**src/rtl/hpsr_pkg.sv**
```systemverilog
// ----------------------------------------------------------------------------
// hpsr_pkg
// Shared types and constants for the handle pool with swap-remove.
// ----------------------------------------------------------------------------
package hpsr_pkg;

  // Field widths of the command and result words
  localparam int unsigned KIND_W   = 2;
  localparam int unsigned HANDLE_W = 10;
  localparam int unsigned COUNT_W  = 11;
  localparam int unsigned STATUS_W = 2;

  // Default pool capacity and reset value of the live limit
  localparam int unsigned      POOL_SIZE_DEFAULT = 1024;
  localparam logic [COUNT_W-1:0] LIMIT_RESET     = 11'd1024;

  typedef enum logic [KIND_W-1:0] {
    KIND_CREATE = 2'd0,
    KIND_REMOVE = 2'd1,
    KIND_READ   = 2'd2
  } kind_e;

  typedef enum logic [STATUS_W-1:0] {
    STATUS_OK   = 2'd0,
    STATUS_FULL = 2'd1,
    STATUS_DEAD = 2'd2
  } status_e;

  // Controller to datapath
  typedef struct packed {
    logic clear;   // write one identity entry of both maps
    logic accept;  // capture a command word
    logic eval;    // read data back, decide the outcome
    logic swap;    // second write pass of a live remove
  } hpsr_cmd_t;

  // Datapath to controller
  typedef struct packed {
    logic clear_last;  // final entry of the clearing pass
    logic swap_req;    // remove hit a live handle
  } hpsr_stat_t;

endpackage

```
**src/rtl/hpsr_ctrl.sv**
```systemverilog
// ----------------------------------------------------------------------------
// hpsr_ctrl
// Sequencer: clearing pass after reset, then accept / evaluate / swap.
// ----------------------------------------------------------------------------
module hpsr_ctrl import hpsr_pkg::*; (
  input  logic       clk_i,
  input  logic       rst_ni,
  input  logic       start,
  output logic       busy,
  input  hpsr_stat_t stat_i,
  output hpsr_cmd_t  cmd_o
);

  typedef enum logic [3:0] {
    ST_CLEAR = 4'b0001,
    ST_IDLE  = 4'b0010,
    ST_EVAL  = 4'b0100,
    ST_SWAP  = 4'b1000
  } state_e;

  state_e state_q, state_d;

  // Next state and commands
  always_comb begin
    state_d = state_q;
    cmd_o   = '0;
    unique case (state_q)
      ST_CLEAR: begin
        cmd_o.clear = 1'b1;
        if (stat_i.clear_last) begin
          state_d = ST_IDLE;
        end
      end
      ST_IDLE: begin
        if (start) begin
          cmd_o.accept = 1'b1;
          state_d      = ST_EVAL;
        end
      end
      ST_EVAL: begin
        cmd_o.eval = 1'b1;
        state_d    = stat_i.swap_req ? ST_SWAP : ST_IDLE;
      end
      ST_SWAP: begin
        cmd_o.swap = 1'b1;
        state_d    = ST_IDLE;
      end
      default: begin
        state_d = ST_IDLE;
      end
    endcase
  end

  always_ff @(posedge clk_i or negedge rst_ni) begin
    if (!rst_ni) begin
      state_q <= ST_CLEAR;
    end else begin
      state_q <= state_d;
    end
  end

  assign busy = (state_q != ST_IDLE);

endmodule

```
**config.mk**
```make
export PLATFORM = sky130hd
export DESIGN_NAME = hpsr_ctrl
export DESIGN_NICKNAME = d
export VERILOG_FILES = /design/src/rtl/hpsr_pkg.sv /design/src/rtl/hpsr_ctrl.sv
export SDC_FILE = /design/constraint.sdc
export NUM_CORES = 1
export LEC_CHECK = 0
export BUFFER_PORTS_ARGS = -buffer_cell sky130_fd_sc_hd__buf_2
export CORE_AREA = 2 2 39 41
export DETAILED_ROUTE_END_ITERATION = 7
export DIE_AREA = 0 0 41 43
export GPL_ROUTABILITY_DRIVEN = 0
export GPL_TIMING_DRIVEN = 1
export HOLD_SLACK_MARGIN = 0.06
export PLACE_DENSITY = 0.32
export SLEW_MARGIN = 20
export SYNTH_ARGS = -nofsm -noshare
export SYNTH_HDL_FRONTEND = slang
export SYNTH_SLANG_ARGS = --single-unit
```
**constraint.sdc**
```tcl
create_clock -name clk_i -period 2 [get_ports clk_i]
set_clock_uncertainty 0.2 [all_clocks]
set_input_delay 0.2 -clock clk_i [delete_from_list [all_inputs] [get_ports clk_i]]
set_output_delay 0.2 -clock clk_i [all_outputs]
set_load 0.05 [all_outputs]
```
### Word-level counts from Yosys, hierarchy flattened

Cells that the tools add are included.

* word-level logic and storage cells: 18
* bits in registers: 4

* reductions and logical operators: 1
* multiplexer cells: 9
* eq/ne operators: 7

Operators by type and width (number)
* $mux W4: 3
* $pmux W4 S3: 1
* $mux W1: 5
* $eq A4 B1 Y1 const B: 1
* $eq A4 B2 Y1 const B: 1
* $eq A4 B3 Y1 const B: 1
* $eq A4 B4 Y1 const B: 1
* $ne A2 B2 Y1 const B: 2
* $ne A4 B2 Y1 const B: 1
* $reduce_and A2 Y1: 1

### Logic depth before layout (Yosys ltp)

Gate-level depths: netlist of the first run.

* depth in word-level cells: 3
* gate-level depth with buffers: 3
* depth with buffers taken out: 3

### Least setup slack after synthesis of the first run

No wires, ideal clock.

* path kind: reg-to-reg
* start: register state_q[1]
* end: register state_q[3]
* path buffers: 0
* data arrival time: 2402 ps
* required time: 1725 ps
* slack: -677 ps
* stages on the path, launching flop included: 3
* period minus slack after synthesis: 2677 ps
* library setup time: 75 ps
* path through: dfrtp_1 -> nor4b_1 -> and2_1

* word-level cells in the longest chain between the ends: 3
* elaborated cells between the ends (all ways): 7

RTL lines
* start: declaration: RTL line hpsr_ctrl.sv:21 `state_e state_q, state_d;`
* start signal: assignment: RTL line hpsr_ctrl.sv:58 `state_q <= state_d;`
* $eq A4 B1 Y1 or $eq A4 B2 Y1 (tied branches): RTL line hpsr_ctrl.sv:27 `unique case (state_q)`
* $ne A2 B2 Y1 (no line)
* $reduce_and A2 Y1 (no line)

Parallel ways exist; a longest one is shown, timed or not.
A chain may end at the register's enable or synchronous reset.

==> results of run 1 <==
per-layer routing:
layer | vias to the layer above | global-route usage (%) | share of wire [%]
met5 | - | 0 | 0
met4 | 0 | 8.000 | 0
met3 | 0 | 1.571 | 7.1
met2 | 5 | 8.750 | 48
met1 | 86 | 7.818 | 45
li1 | 103 | - | -
cells by family after synthesis:
group / count (synthesis) / synth area share [%]
AO/OA/AOI/OAI: 2 / 7.598
flip-flops: 4 / 51.27
AND/OR/NAND/NOR: 11 / 39.24
buffers and inverters: 1 / 1.897
what timing repair did:
action | 4_1_cts | 5_1_grt
setup endpoints to repair | 0 | 1
hold endpoints to repair | 7 | 0
gates resized for setup | 0 | 1
buffers inserted | 0 | 0
hold buffers | 4 | 0
power groups by stage:
stage	Combinational (W)	Clock (W)	Sequential, W
2_1_floorplan	0.0000822	0	0.000103
3_3_place_gp	0.000120	0	0.0000991
3_5_place_dp	0.000119	0	0.0000985
4_1_cts	0.000125	0.000117	0.0000975
5_1_grt	0.000134	0.000117	0.0000985
6_report	0.000125	0.000109	0.0000974
critical path: stages (launching register included):
cell	delay [ps]
dfstp_2	390
or4b_4	570
nor2_4	110
clkbuf_4	230
area by class of cell:
class / count / area (um^2)
Sequential cell: 4 / 101.3
Multi-Input combinational cell: 13 / 110.1
Clock buffer: 4 / 26.28
Inverter: 1 / 3.754
Timing Repair Buffer: 15 / 102.6
Tap cell: 16 / 20.02
Fill cell: 162 / 1020
cells in the final DEF (no fill, tap or decap):
| cell type | n |
|---|---|
| o22ai_1 | 1 |
| or4b_4 | 1 |
| buf_2 | 8 |
| clkbuf_4 | 4 |
| nor3_2 | 1 |
| inv_1 | 1 |
| clkbuf_1 | 1 |
| nor2_1 | 2 |
| dlygate4sd3_1 | 4 |
| nor2_4 | 1 |
| nor4b_2 | 2 |
| nand2b_1 | 1 |
| and2_1 | 1 |
| dfstp_2 | 1 |
| buf_4 | 2 |
| dfrtp_1 | 3 |
| nand2_1 | 1 |
| a21oi_2 | 1 |
| nor4_1 | 1 |
per-stage QoR:
stage / setup WS, ps / cells / total power (W) / util (%) / cell area, um^2
after CTS: 23.93 / 53 / 0.0003391 / 26.13 / 361.6
after global placement: 280.4 / 45 / 0.0002188 / 21.34 / 295.3
after global routing: 32.94 / 53 / 0.0003491 / 26.31 / 364.1
after floorplan: 56.64 / 18 / 0.0001855 / - / 215.2
after detailed placement: 279.5 / 45 / 0.0002172 / 21.34 / 295.3
final: 72.38 / 53 / 0.0003311 / 26.31 / 364.1
path summary, 6_finish.rpt:
kind                            slack (ps)  cells past startpoint                      to                    from
worst max-delay path                    70                      3                cmd_o[2]  state_q[0]$_DFFE_PN1P_
worst min-delay path                    90                      2  state_q[2]$_DFFE_PN0P_                  rst_ni
worst max register to register         590                      3  state_q[1]$_DFFE_PN0P_  state_q[0]$_DFFE_PN1P_
worst min register to register         350                      2  state_q[0]$_DFFE_PN1P_  state_q[1]$_DFFE_PN0P_
max in group asynchronous             1300                      2  state_q[0]$_DFFE_PN1P_                  rst_ni
min in group clk_i                     350                      2  state_q[0]$_DFFE_PN1P_  state_q[1]$_DFFE_PN0P_
==> reports/metrics.cfg, run 1 <==
[timing]
max_clock_freq_mhz=518.8
tightest_slew_ps=284.0
totalNegativeSetupSlack_ps=0
final_hold_viol_count=0
fin_crit_sh_pct=96.38
slew_headroom_pct=80.89
unrepaired_setup_endpoints_after_global_routing=false
maxSlewViolCount=0
timing.final.setup_violations=0
post-route-min-period_ps=1928
fin_hold_ws_ps=87.77

[worst_setup_path]
worstSetupEndpointType=output pin
worstPathRequired_ps=1600
timing.critical_path.fanout_max=5
crit_arrival_ps=1530
criticalPathCategory=flop to output pin
cp-start-kind=flop

[job]
drv_cap=0

[yosys]
top_ff_cell_synth=dfrtp_1
synthesized_area_divided_by_synthesized_cell_count_um2=10.98
post_synth_inst_count=18
post-synth-top-count-cell=dfrtp_1
synthesis.yosys.warnings=0
part_of_the_yosys_area_used_for_sequential_elements_pct=51.27
post_synth_arst_share_pct=100.0
total_standard_cell_area_after_synthesis_um2=197.7
synth_area_leaders=dfrtp_1, dfstp_2, nor4b_1
synth_commonest_cells=dfrtp_1, nor2_1, nor4b_1
cell_type_contributing_the_most_total_cell_area_after_synthesis=dfrtp_1
ys_seq_elements=4
synth-edff-count=0
synth.top_cell.area_share_pct=37.97
synth.net_count=23
synth_cell_types=14

[floorplanning]
die_h_um=43
die-width_um=41
design.die.area_um2=1763
floorplan.initialDensity_pct=14.29
core_region_area_um2=1384
boundaryPins=10
placement_rows=14

[power_and_ir_drop]
intPower_w=0.0002112
static-leakage-power_nw=0.1633
sequentialPowerShare_pct=29.4
clockPowerShare_pct=33.0
power.switching_w=0.0001200
swShare_pct=36.24
power.density_nw_per_um2=909.5
power.share.combinational_pct=37.6
power.ir.vdd_worst_mv=0.2742

[final_layout]
largest_reg_flops=4
syn2layout_area_growth_pct=84.18
post_route_cells_drive_above_1_share_pct=56.76
finish.net_count=43
layout_top_registers=state_q: 4 flops
max_flop_register=state_q
n_diodes=0

[clock_tree]
clock-sinks=4
clk_pin_slew_ps=40
root_buffer_master=clkbuf_4
clock_tree_from_tritoncts=done
cts_max_path_buffers=2
worstSkewPairLatency_ps=240
cts_inserted_buffers=3
cts_htree_levels=1

[route]
post_route_wl_um=462
initialDrtViolationCount=1
vias_per_cell=3.660
drt_pass1_iterations=3
remaining_antenna_violation_count_after_routing=0
routedWlPerCell_um=8.717
drcViolationCount=0
detailroute.via_count=194

[grt]
number_of_global_route_vias_before_repair=203
grt.total_usage_pct=6.754
globalRoute.totalOverflow=0
maximum_number_of_pins_on_one_net_before_global_route_repair=6
grt_first_pass_wirelength_um=752
number_of_antenna_violations_at_the_first_check_in_global_routing=0

[run_status]
outcome=completed

[min_path]
worst_hold_path_type=input pin to asynchronous set/reset pin

[placement]
place_hpwl_um=374.6
port-buffer-count=9

Power figures use the tool's default switching activity.
==> inputs of run 2 (changes only) <==
--- a/config.mk
+++ b/config.mk
@@ -5,6 +5,7 @@
 export SDC_FILE = /design/constraint.sdc
 export NUM_CORES = 1
 export LEC_CHECK = 0
+export ABC_AREA = 1
 export BUFFER_PORTS_ARGS = -buffer_cell sky130_fd_sc_hd__buf_2
 export CORE_AREA = 2 2 39 41
 export DETAILED_ROUTE_END_ITERATION = 7
@@ -12,7 +13,7 @@
 export GPL_ROUTABILITY_DRIVEN = 0
 export GPL_TIMING_DRIVEN = 1
 export HOLD_SLACK_MARGIN = 0.06
-export PLACE_DENSITY = 0.32
+export PLACE_DENSITY = 0.34
 export SLEW_MARGIN = 20
 export SYNTH_ARGS = -nofsm -noshare
 export SYNTH_HDL_FRONTEND = slang
==> reports/metrics.cfg, run 2 <==
[floorplanning]
die-width_um=41  ; unchanged
design.die.area_um2=1763  ; unchanged
placement_rows=14  ; unchanged
boundaryPins=10  ; unchanged
die_h_um=43  ; unchanged
core_region_area_um2=1384  ; unchanged
floorplan.initialDensity_pct=16.09  ; was 14.29%

[grt]
number_of_antenna_violations_at_the_first_check_in_global_routing=0  ; unchanged
grt.total_usage_pct=7.972  ; was 6.754%
grtUsageMet3_pct=3.141  ; was 1.571%
globalRoute.totalOverflow=0  ; unchanged
number_of_global_route_vias_before_repair=212  ; was 203
maximum_number_of_pins_on_one_net_before_global_route_repair=6  ; unchanged
grt_use_met2_pct=10.63  ; was 8.750%
grt_first_pass_wirelength_um=862  ; was 752 um
global_route.peak_usage_layer=met2  ; unchanged
use_met1_pct=8.824  ; was 7.818%

[clock_tree]
post_cts_resize_count=0  ; unchanged
cts_setup_buffers=0  ; unchanged
worstSkewPairLatency_ps=250  ; was 240 ps
cts.hold.buffers_added=4  ; unchanged
root_buffer_master=clkbuf_4  ; unchanged
clock_tree_from_tritoncts=done  ; unchanged
clk_pin_slew_ps=40  ; about the same
clock-sinks=4  ; unchanged
cts_max_path_buffers=2  ; unchanged
cts_htree_levels=1  ; unchanged
cts_inserted_buffers=3  ; unchanged

[timing]
tightest_slew_ps=251.5  ; was 284.0 ps
timing.final.setup_violations=0  ; unchanged
post-route-min-period_ps=1761  ; was 1928 ps
unrepaired_setup_endpoints_after_global_routing=false  ; unchanged
max_clock_freq_mhz=567.8  ; was 518.8 MHz
slew_headroom_pct=83.35  ; was 80.89%
final_hold_viol_count=0  ; unchanged
maxSlewViolCount=0  ; unchanged
fin_crit_sh_pct=88.06  ; was 96.38%
totalNegativeSetupSlack_ps=0  ; unchanged
finalWorstSetupSlack_ps=238.8  ; was 72.38 ps

[yosys]
synthesized_area_divided_by_synthesized_cell_count_um2=8.249  ; was 10.98 um^2
synth_commonest_cells=inv_1, nor2_1, dfrtp_1, nand3_2, nor2_2  ; was dfrtp_1, nor2_1, nor4b_1
post-synth-top-count-cell=inv_1  ; was dfrtp_1
synth.top_cell.area_share_pct=33.71  ; was 37.97%
synth_cell_types=11  ; was 14
synthesis.yosys.warnings=0  ; unchanged
total_standard_cell_area_after_synthesis_um2=222.7  ; was 197.7 um^2
part_of_the_yosys_area_used_for_sequential_elements_pct=45.51  ; was 51.27%
top_ff_cell_synth=dfrtp_1  ; unchanged
post_synth_arst_share_pct=100.0  ; unchanged
synth_area_leaders=dfrtp_1, nand3_2, dfstp_2  ; was dfrtp_1, dfstp_2, nor4b_1
post_synth_inst_count=27  ; was 18
synth.net_count=32  ; was 23
synth-edff-count=0  ; unchanged
ys_seq_elements=4  ; unchanged
cell_type_contributing_the_most_total_cell_area_after_synthesis=dfrtp_1  ; unchanged

[job]
drv_cap=0  ; unchanged

[final_layout]
post_route_cells_drive_above_1_share_pct=50.00  ; was 56.76%
n_fill_cell=165  ; was 162
n_diodes=0  ; unchanged
layout_top_registers=state_q: 4 flops  ; unchanged
syn2layout_area_growth_pct=62.92  ; was 84.18%
largest_reg_flops=4  ; unchanged
finish.net_count=50  ; was 43
max_flop_register=state_q  ; unchanged
most_frequent_standard_cell_in_the_layout_excluding_fill_and_tap_cells=buf_2  ; unchanged
final_area_um2=362.8  ; was 364.1 um^2
mostFrequentLayoutCells=buf_2, inv_1, nor2_2, dlygate4sd3_1  ; was buf_2, clkbuf_4, dlygate4sd3_1

[route]
remaining_antenna_violation_count_after_routing=0  ; unchanged
drt_pass1_iterations=2  ; was 3
vias_per_cell=3.850  ; was 3.660
post_route_wl_um=503  ; was 462 um
drcViolationCount=0  ; unchanged
initialDrtViolationCount=2  ; was 1
routedWlPerCell_um=8.383  ; was 8.717 um
detailroute.via_count=231  ; was 194

[power_and_ir_drop]
power.ir.vdd_worst_mv=0.3874  ; was 0.2742 mV
design_power_total_w=0.0004688  ; was 0.0003311 W
power.density_nw_per_um2=1292  ; was 909.5 nW/um^2
static-leakage-power_nw=0.2024  ; was 0.1633 nW

[worst_setup_path]
cp-start-kind=flop  ; unchanged
criticalPathCategory=flop to output pin  ; unchanged
r2r_setup_slack_ps=740  ; was 590 ps
worstPathRequired_ps=1600  ; about the same
timing.critical_path.fanout_max=4  ; was 5
worstSetupEndpointType=output pin  ; unchanged
crit_arrival_ps=1360  ; was 1530 ps

[placement]
dp_area_um2=296.5  ; was 295.3 um^2
placement.setup.worst_slack_ps=475.6  ; was 279.5 ps
port-buffer-count=9  ; unchanged
place_hpwl_um=420.5  ; was 374.6 um

[min_path]
worst_hold_path_type=input pin to asynchronous set/reset pin  ; unchanged

[run_status]
outcome=completed  ; unchanged

-- run 2: cell count changes after synthesis, moves of 2 or more --
cell     before  now
inv_1         1    7
nand3_2       0    3
nor2_1        2    4
nor2_2        0    3
nor4b_1       2    0
-- run 2: worst paths after layout --
path,startpoint,endpoint,cells past startpoint
max in group asynchronous,rst_ni,state_q[0]$_DFFE_PN1P_,2
hold reg to reg,state_q[3]$_DFFE_PN0P_,state_q[3]$_DFFE_PN0P_,3
hold / removal,rst_ni,state_q[2]$_DFFE_PN0P_,2
min in group clk_i,state_q[3]$_DFFE_PN0P_,state_q[3]$_DFFE_PN0P_,3
setup reg to reg,state_q[0]$_DFFE_PN1P_,state_q[1]$_DFFE_PN0P_,5
setup / recovery,state_q[0]$_DFFE_PN1P_,cmd_o[3],3
-- run 2: layout make-up --
cell class	instances	area, um^2	area share, %
clock buffers	4	26.28	7.241
inverters	7	26.28	7.241
multi-input cells	16	103.9	28.62
flip-flops and latches	4	101.3	27.93
well taps	16	20.02	5.517
repair buffers	13	85.08	23.45
-- run 2: per-layer routing --
metal	part of all wire [%]	up-vias
met1	39	105
met5	0	-
met2	49	8
met3	8.5	2
li1	-	116
met4	3.0	0
-- run 2: critical path, stage by stage, from the launching register on --
cell     delay, ps
dfstp_2        530
inv_1           90
nor4_2         200
buf_2          300
-- run 2: metrics by stage --
step | utilization, % | std cells | hold WS [ps]
after floorplan | - | 27 | -295.6
after global placement | 21.43 | 52 | -192.8
after detailed placement | 21.43 | 52 | -190.5
after CTS | 26.22 | 60 | 89.90
after global routing | 26.22 | 60 | 92.09
final | 26.22 | 60 | 84.75
-- run 2: logic make-up after synthesis --
family | after synthesis | share of synthesized area [%]
simple gates | 16 | 42.70
buf+inv | 7 | 11.80
flops | 4 | 45.51
-- run 2: power by group --
part	internal, W	switching, W
Clock	0.0000753	0.0000400
Sequential	0.000101	0.0000291
Combinational	0.0000627	0.000161
Total	0.000239	0.000230
==> inputs of run 3 (changes only) <==
--- a/config.mk
+++ b/config.mk
@@ -5,15 +5,16 @@
 export SDC_FILE = /design/constraint.sdc
 export NUM_CORES = 1
 export LEC_CHECK = 0
-export ABC_AREA = 1
 export BUFFER_PORTS_ARGS = -buffer_cell sky130_fd_sc_hd__buf_2
+export CELL_PAD_IN_SITES_DETAIL_PLACEMENT = 0
+export CELL_PAD_IN_SITES_GLOBAL_PLACEMENT = 1
 export CORE_AREA = 2 2 39 41
 export DETAILED_ROUTE_END_ITERATION = 7
 export DIE_AREA = 0 0 41 43
 export GPL_ROUTABILITY_DRIVEN = 0
 export GPL_TIMING_DRIVEN = 1
 export HOLD_SLACK_MARGIN = 0.06
-export PLACE_DENSITY = 0.34
+export PLACE_DENSITY = 0.4
 export SLEW_MARGIN = 20
 export SYNTH_ARGS = -nofsm -noshare
 export SYNTH_HDL_FRONTEND = slang
==> reports/metrics.cfg, run 3 (synthesis results as in run 1) <==
[run_status]
outcome=completed  ; unchanged

[timing]
slew_headroom_pct=81.98  ; was 83.35%
tightest_slew_ps=267.8  ; was 251.5 ps
fin_crit_sh_pct=94.58  ; was 88.06%
final_hold_viol_count=0  ; unchanged
finalWorstSetupSlack_ps=108.5  ; was 238.8 ps
totalNegativeSetupSlack_ps=0  ; unchanged
timing.final.setup_violations=0  ; unchanged
max_clock_freq_mhz=528.7  ; was 567.8 MHz
post-route-min-period_ps=1892  ; was 1761 ps
maxSlewViolCount=0  ; unchanged
unrepaired_setup_endpoints_after_global_routing=false  ; unchanged

[power_and_ir_drop]
power.share.combinational_pct=34.6  ; was 47.7%
power.ir.vdd_worst_mv=0.2684  ; was 0.3874 mV
intPower_w=0.0002071  ; was 0.0002385 W
power.switching_w=0.0001173  ; was 0.0002302 W
swShare_pct=36.17  ; was 49.12%
clockPowerShare_pct=33.2  ; was 24.6%
static-leakage-power_nw=0.1585  ; was 0.2024 nW
sequentialPowerShare_pct=32.2  ; was 27.6%
power.density_nw_per_um2=906.7  ; was 1292 nW/um^2

[final_layout]
layout_top_registers=state_q: 4 flops  ; unchanged
postLayoutCoreUtil_pct=25.86  ; was 26.22%
mostFrequentLayoutCells=buf_2, dlygate4sd3_1, clkbuf_4  ; was buf_2, inv_1, nor2_2, dlygate4sd3_1
n_diodes=0  ; unchanged
largest_reg_flops=4  ; unchanged
n_fill_cell=153  ; was 165
post_route_cells_drive_above_1_share_pct=58.33  ; was 50.00%
syn2layout_area_growth_pct=81.01  ; was 62.92%
most_frequent_standard_cell_in_the_layout_excluding_fill_and_tap_cells=buf_2  ; unchanged
final_area_um2=357.8  ; was 362.8 um^2
max_flop_register=state_q  ; unchanged
finish.net_count=42  ; was 50

[placement]
place_hpwl_um=361.9  ; was 420.5 um
placement.setup.worst_slack_ps=266.3  ; was 475.6 ps
dp_area_um2=287.8  ; was 296.5 um^2
port-buffer-count=9  ; unchanged

[worst_setup_path]
worst_r2r_startpoint=state_q[0]$_DFFE_PN1P_  ; unchanged
crit_arrival_ps=1490  ; was 1360 ps
r2r_setup_slack_ps=590  ; was 740 ps
critical_path.reg2reg.endpoint=state_q[1]$_DFFE_PN0P_  ; unchanged
critical_path.top_delay_family=simple AND/OR/NAND/NOR gates  ; was flip-flops
cp_num_cells=3  ; unchanged
critPathSlowestCell=or4b_4  ; was dfstp_2
worstSetupEndpointType=output pin  ; unchanged
crit_chain=or4b_4, nor2_4, buf_4  ; was inv_1, nor4_2, buf_2
timing.critical_path.fanout_max=5  ; was 4
worst_path_largest_cell_delay_ps=570  ; was 530 ps
cp-start-kind=flop  ; unchanged
cp_num_buf_inv=1  ; was 2
worstPathRequired_ps=1600  ; about the same
timing.reg2reg.worst_path_depth=3  ; was 5
criticalPathCategory=flop to output pin  ; unchanged

[grt]
grtUsageMet3_pct=2.094  ; was 3.141%
grt.total_usage_pct=7.467  ; was 7.972%
grt_use_met2_pct=10.00  ; was 10.63%
globalRoute.totalOverflow=0  ; unchanged
grt_first_pass_wirelength_um=848  ; was 862 um
number_of_global_route_vias_before_repair=217  ; was 212
maximum_number_of_pins_on_one_net_before_global_route_repair=7  ; was 6
global_route.peak_usage_layer=met2  ; unchanged
use_met1_pct=8.497  ; was 8.824%
number_of_antenna_violations_at_the_first_check_in_global_routing=0  ; unchanged

[route]
remaining_antenna_violation_count_after_routing=0  ; unchanged
routedWlPerCell_um=8.577  ; was 8.383 um
drcViolationCount=0  ; unchanged
initialDrtViolationCount=0  ; was 2
post_route_wl_um=446  ; was 503 um
vias_per_cell=3.750  ; was 3.850
detailroute.via_count=195  ; was 231
drt_pass1_iterations=1  ; was 2

[floorplanning]
floorplan.initialDensity_pct=14.29  ; was 16.09%
boundaryPins=10  ; unchanged
die_h_um=43  ; unchanged
die-width_um=41  ; unchanged
placement_rows=14  ; unchanged
core_region_area_um2=1384  ; unchanged
design.die.area_um2=1763  ; unchanged

[clock_tree]
cts_setup_buffers=0  ; unchanged
worstSkewPairLatency_ps=230  ; was 250 ps
clock_tree_from_tritoncts=done  ; unchanged
clock-sinks=4  ; unchanged
clk_pin_slew_ps=40  ; about the same
cts_inserted_buffers=3  ; unchanged
root_buffer_master=clkbuf_4  ; unchanged
cts_htree_levels=1  ; unchanged
cts_max_path_buffers=2  ; unchanged

[min_path]
worst_hold_path_type=input pin to asynchronous set/reset pin  ; unchanged

[job]
drv_cap=0  ; unchanged

## run 3: changes by cell type in the layout (fill, tap and decap cells not counted), moves of 2 or more
| cell | delta |
|---|---|
| inv_1 | -6 |
| nand3_2 | -3 |
| nor2_2 | -4 |
| buf_4 | +2 |
| nor4b_2 | +2 |
## run 3: power groups by stage
stage	clock, W	sequential (W)	combinational [W]
final	0.000108	0.000104	0.000112
after global routing	0.000119	0.000107	0.000120
after CTS	0.000115	0.000104	0.000114
after detailed placement	0	0.000105	0.000105
after global placement	0	0.000106	0.000106
after floorplan	0	0.000103	0.0000822
## run 3: area by class of cell
cell class / instances / area [um^2] / share of cell area (%)
clock buffer: 4 / 26.28 / 7.343
inverter: 1 / 3.754 / 1.049
multi-input combinational: 13 / 110.1 / 30.77
sequential: 4 / 102.6 / 28.67
tap: 16 / 20.02 / 5.594
timing repair buffer: 14 / 95.09 / 26.57
## run 3: worst max-delay path by stage
stage	startpoint	to	slack, ps
2_1_floorplan	state_q[1]$_DFFE_PN0P_	state_q[3]$_DFFE_PN0P_	60
3_3_place_gp	state_q[1]$_DFFE_PN0P_	cmd_o[2]	250
3_5_place_dp	state_q[1]$_DFFE_PN0P_	cmd_o[2]	270
4_1_cts	state_q[1]$_DFFE_PN0P_	cmd_o[2]	60
5_1_grt	state_q[2]$_DFFE_PN0P_	cmd_o[2]	60
6_report	state_q[0]$_DFFE_PN1P_	cmd_o[2]	110
## run 3: worst register-to-register path: cells and delay by family, from the launching register on
family             cells  cell delay (ps)
AOI/OAI and AO/OA      1               40
DFF                    1              380
and+or+nand+nor        2              680
## run 3: metal layers
layer | wire length [um] | vias to the layer above | share of wire [%]
met4 | 0 | 0 | 0
met5 | 0 | - | 0
met1 | 176 | 90 | 39
met2 | 234 | 4 | 52
met3 | 35 | 0 | 7.8
li1 | - | 101 | -
## run 3: per-stage QoR
| stage | hold WS [ps] | std cells | total power, W |
|---|---|---|---|
| global route | 119.6 | 52 | 0.0003458 |
| finish | 92.34 | 52 | 0.0003244 |
| CTS | 89.64 | 52 | 0.0003326 |
| global placement | -195.6 | 44 | 0.0002121 |
| detailed placement | -194.7 | 44 | 0.0002096 |
| floorplan | -295.6 | 18 | 0.0001855 |
## run 3: repair_timing
| action | in CTS | in global routing |
|---|---|---|
| endpoints found under the hold margin | 7 | 0 |
| cloned | 0 | 0 |
| setup endpoints to repair | 1 | 1 |
| hold buffers | 4 | 0 |
| gates resized for setup | 1 | 1 |
